File: config.mk
export PLATFORM = sky130hd
export DESIGN_NAME = bia_find_zero
export DESIGN_NICKNAME = d
export VERILOG_FILES = /design/src/hdl/bitmap_id_allocator_assert.svh /design/src/hdl/bia_pkg.sv /design/src/hdl/bia_find_zero.sv
export SDC_FILE = /design/constraint.sdc
export NUM_CORES = 1
export LEC_CHECK = 0
export ABC_AREA = 1
export BUFFER_PORTS_ARGS = -buffer_cell sky130_fd_sc_hd__buf_2
export CELL_PAD_IN_SITES_DETAIL_PLACEMENT = 1
export CELL_PAD_IN_SITES_GLOBAL_PLACEMENT = 1
export CORE_MARGIN = 8
export CORE_UTILIZATION = 20
export DETAILED_ROUTE_END_ITERATION = 6
export PLACE_DENSITY_LB_ADDON = 0.3
export SYNTH_ARGS = -nofsm -noshare
export SYNTH_HDL_FRONTEND = slang
export SYNTH_SLANG_ARGS = --single-unit
File: constraint.sdc
create_clock -name vclk -period 3.15
set_input_delay 0 -clock vclk [all_inputs]
set_output_delay 0 -clock vclk [all_outputs]
set_load 0.01 [all_outputs]
File: src/hdl/bitmap_id_allocator_assert.svh
// ----------------------------------------------------------------------------
// Bitmap ID allocator assertion macros
// Concurrent assertion wrappers shared by the allocator RTL.
// ----------------------------------------------------------------------------
`ifndef BITMAP_ID_ALLOCATOR_ASSERT_SVH
`define BITMAP_ID_ALLOCATOR_ASSERT_SVH

// same-cycle implication
`define BIA_ASSERT_IMPL(label, clk, rst, ante, cons) \
   label: assert property (@(posedge clk) disable iff (rst) (ante) |-> (cons)) \
      else $error("bitmap_id_allocator: assertion failed");

// next-cycle implication
`define BIA_ASSERT_NEXT(label, clk, rst, ante, cons) \
   label: assert property (@(posedge clk) disable iff (rst) (ante) |=> (cons)) \
      else $error("bitmap_id_allocator: assertion failed");

`endif

File: src/hdl/bia_pkg.sv
// ----------------------------------------------------------------------------
// Bitmap ID allocator package
// Sizes, types and codes shared by the allocator RTL.
// ----------------------------------------------------------------------------
package bia_pkg;

   localparam int ID_SPACE      = 8192;
   localparam int MAP_WORD_BITS = 64;
   localparam int MAP_DEPTH     = (ID_SPACE + MAP_WORD_BITS - 1) / MAP_WORD_BITS;
   localparam int ID_FIELD_SPAN = 8192;
   localparam int HI_CAP        = (ID_SPACE < ID_FIELD_SPAN) ? ID_SPACE : ID_FIELD_SPAN;

   localparam int ID_W        = 13;
   localparam int LIMIT_W     = 14;
   localparam int STATUS_W    = 2;
   localparam int BIT_W       = $clog2(MAP_WORD_BITS);
   localparam int ADDR_W      = $clog2(MAP_DEPTH);
   localparam int CSR_INDEX_W = 1;
   localparam int CSR_DATA_W  = 14;

   typedef logic [ID_W-1:0]          id_type;
   typedef logic [LIMIT_W-1:0]       limit_type;
   typedef logic [MAP_WORD_BITS-1:0] word_type;
   typedef logic [ADDR_W-1:0]        addr_type;
   typedef logic [BIT_W-1:0]         bit_idx_type;
   typedef logic [CSR_INDEX_W-1:0]   csr_index_type;
   typedef logic [CSR_DATA_W-1:0]    csr_data_type;

   localparam id_type    RESET_LOWEST = id_type'(300);
   localparam limit_type RESET_LIMIT  = limit_type'(5000);

   localparam csr_index_type REG_LOWEST_ID = csr_index_type'(0);
   localparam csr_index_type REG_ID_LIMIT  = csr_index_type'(1);

   typedef enum logic {
      OP_ALLOCATE = 1'b0,
      OP_RELEASE  = 1'b1
   } op_type;

   typedef enum logic [STATUS_W-1:0] {
      ST_GRANTED      = 2'd0,
      ST_NONE_FREE    = 2'd1,
      ST_RELEASED     = 2'd2,
      ST_OUT_OF_RANGE = 2'd3
   } status_type;

   typedef enum logic [1:0] {
      FSM_IDLE = 2'd0,
      FSM_SCAN = 2'd1,
      FSM_DONE = 2'd2
   } fsm_type;

   typedef struct packed {
      logic        found;
      bit_idx_type index;
   } find_type;

endpackage

File: src/hdl/bia_find_zero.sv
// ----------------------------------------------------------------------------
// Bitmap ID allocator free-bit finder
// Locates the lowest clear bit of one map word.
// ----------------------------------------------------------------------------
module bia_find_zero (
   input  bia_pkg::word_type word,
   output bia_pkg::find_type result
);

   always_comb begin
      result = '0;
      for (int i = bia_pkg::MAP_WORD_BITS - 1; i >= 0; i--) begin
         if (!word[i]) begin
            result.found = 1'b1;
            result.index = bia_pkg::BIT_W'(i);
         end
      end
   end

endmodule

==> key figures <==
Status
  • Status: finished, final reports clean

Synthesis
  • Count leader, synth: nand2_1
  • Syn Std Cell Area: about 700 sq um
  • Seq/Total Area, Yosys: 0%
  • YS warnings: 0
  • Distinct cells, synth: 13
  • Share of the synthesized area in the top cell type: 52.2%
  • Synth area leader: nand2_1
  • Synth top cells by count: nand2_1, nor2_1, inv_1
  • Mapped Cells: around 170
  • Synth top area cells: nand2_1, nor2_1, nand3_1, inv_1, o21ai_0
  • Syn avg cell area: 4.08 sq um
  • Syn_nets: 235

Final layout
  • Fin area: about 1100 sq um
  • # fillers: 546
  • Register Area: 0 sq um
  • # clk buffers: 0
  • Antenna cells: 0
  • Seq cells: 0
  • P&R area growth vs syn: 59.1%
  • Layout cell share with drive strength beyond 1: 29.8%
  • Non-Filler Instances: between 200 and 300
  • Nets: 308

Setup path
  • Setup crit start: word[63]
  • CP Class: input pin to primary output
  • Worst EP arrival: 3.11 ns
  • Most frequent CP cell: nand2_1
  • Worst stage delay on the critical path: approximately 0.13 ns
  • CP required: 3.15 ns
  • Critical Path Fanout Max: 3
  • Startpoint types: input pin
  • CP endpoint kind: primary output
  • CP max stage cell: buf_2
  • Crit path to: result[0]

Placement
  • Placed Instances: roughly 290
  • Post-DP HPWL: 2710 um
  • Placer congestion estimate: ~0.74
  • IO buf count: 71
  • Post-DP Area: 1110 sq um

Flow run
  • Max_cap viols: 0

STA
  • Slew HR: around 80%
  • Final Max Slew Viols: 0
  • Post-layout minimum cycle time: ~3.1 ns
  • Period utilization: 98.8%
  • Fmax: 321 MHz
  • Final setup fails: 0
  • RSZ-0062 raised after global routing: yes
  • Hold Fails Final Rpt: 0
  • Worst-Margin Slew: between 0.3 and 0.4 ns

Detailed routing
  • Drt first pass iters: 4
  • Routed via count: between 1000 and 1500
  • DR vias/cell: about 4.3
  • Routed WL: approximately 2800 um
  • Final ANT Viol Nets: 0
  • Initial DRC Count: 26
  • # DRC: 0
  • WL/cell: 9.74 um

Global route
  • Vias in the first global route: 1242
  • Largest net degree at the start of global routing: 5
  • Overall Global Routing Usage: roughly 9.2%
  • First-pass GRT wire length: around 4500 um
  • Overflow after GRT: 0
  • Initial antenna violation count: 0

Die
  • Ports: 71
  • CORE AREA: ~3300 sq um
  • Num rows: 21
  • Die width: 75.1 um
  • DIE HEIGHT: about 75 um
  • Initial Utilization: roughly a fifth
  • Die area: between 5000 and 6000 sq um

Pwr
  • VDD IR max: 0.0000291 V
  • Total power: between 0.0001 and 0.00015 W
  • Pwr Density: 96.1 nW/um^2
  • Leak Pwr: roughly 0.68 nW

Clock network
  • Post_cts resized: 0
  • Post-CTS setup buffer count: 0
  • CTS Hold Buffers Added: 0

Hold path
  • HP Class: input pin to primary output
[critical path, delay by kind of cell]
kind,cells,cell delay [ns]
AND/OR/NAND/NOR,59,2.73
AO/OA/AOI/OAI,1,0.11
buffers and inverters,3,0.28
[power by group]
| part | internal (W) | switching, W |
|---|---|---|
| clock network | 0 | 0 |
| logic | 0.0000520 | 0.0000548 |
| registers | 0 | 0 |
[cells by family after synthesis]
logic type / after synthesis / synth area share, %
buffers and inverters: 9 / 4.84
AOI/OAI and AO/OA: 15 / 13.4
and+or+nand+nor: 147 / 81.7
[area by class of cell]
class / instances / area [sq um] / share of cell area, %
Inverter: 9 / 33.8 / 3.04
Multi-Input combinational cell: 162 / 664 / 59.8
Tap cell: 46 / 57.6 / 5.18
Timing Repair Buffer: 71 / 355 / 32.0
[worst min-delay path by stage]
stage / start / end / slack (ns) / cells after the start
after CTS: word[2] / result[1] / 0.31 / 3
final: word[2] / result[1] / 0.30 / 3
after floorplan: word[1] / result[1] / 0.09 / 2
after global placement: word[2] / result[1] / 0.30 / 3
after global routing: word[2] / result[1] / 0.33 / 3
after detailed placement: word[2] / result[1] / 0.30 / 3
[layer usage]
metal | track usage (%) | share of wire [%] | vias up | wire, um
met5 | 0 | 0 | - | 0
met4 | 0 | 0 | 0 | 0
met3 | 0.799 | 6.1 | 0 | 171
met2 | 18.1 | 50 | 33 | 1410
met1 | 10.9 | 44 | 524 | 1230
li1 | - | - | 684 | -
[layout by cell type (no fill, tap or decap)]
master	n
a21boi_0	2
o21ai_0	5
nand2_1	97
nand3_1	7
buf_2	71
o21bai_1	1
o311ai_0	1
nor2_1	38
nand4_1	3
inv_1	9
a31oi_1	3
a21oi_2	1
nor3_1	2
a21oi_1	2
[stage by stage]
step | util [%] | setup TNS [ns] | setup slack [ns] | hold WS, ns
3_5_place_dp | 33.3 | -0.0243 | -0.0243 | 0.304
2_1_floorplan | - | 0 | 0.495 | 0.0905
6_report | 33.3 | 0 | 0.0370 | 0.303
5_1_grt | 33.3 | -0.579 | -0.579 | 0.328
3_3_place_gp | 33.3 | 0 | 0.0355 | 0.299
4_1_cts | 33.3 | -0.0454 | -0.0454 | 0.306
Power figures use the tool's default switching activity.
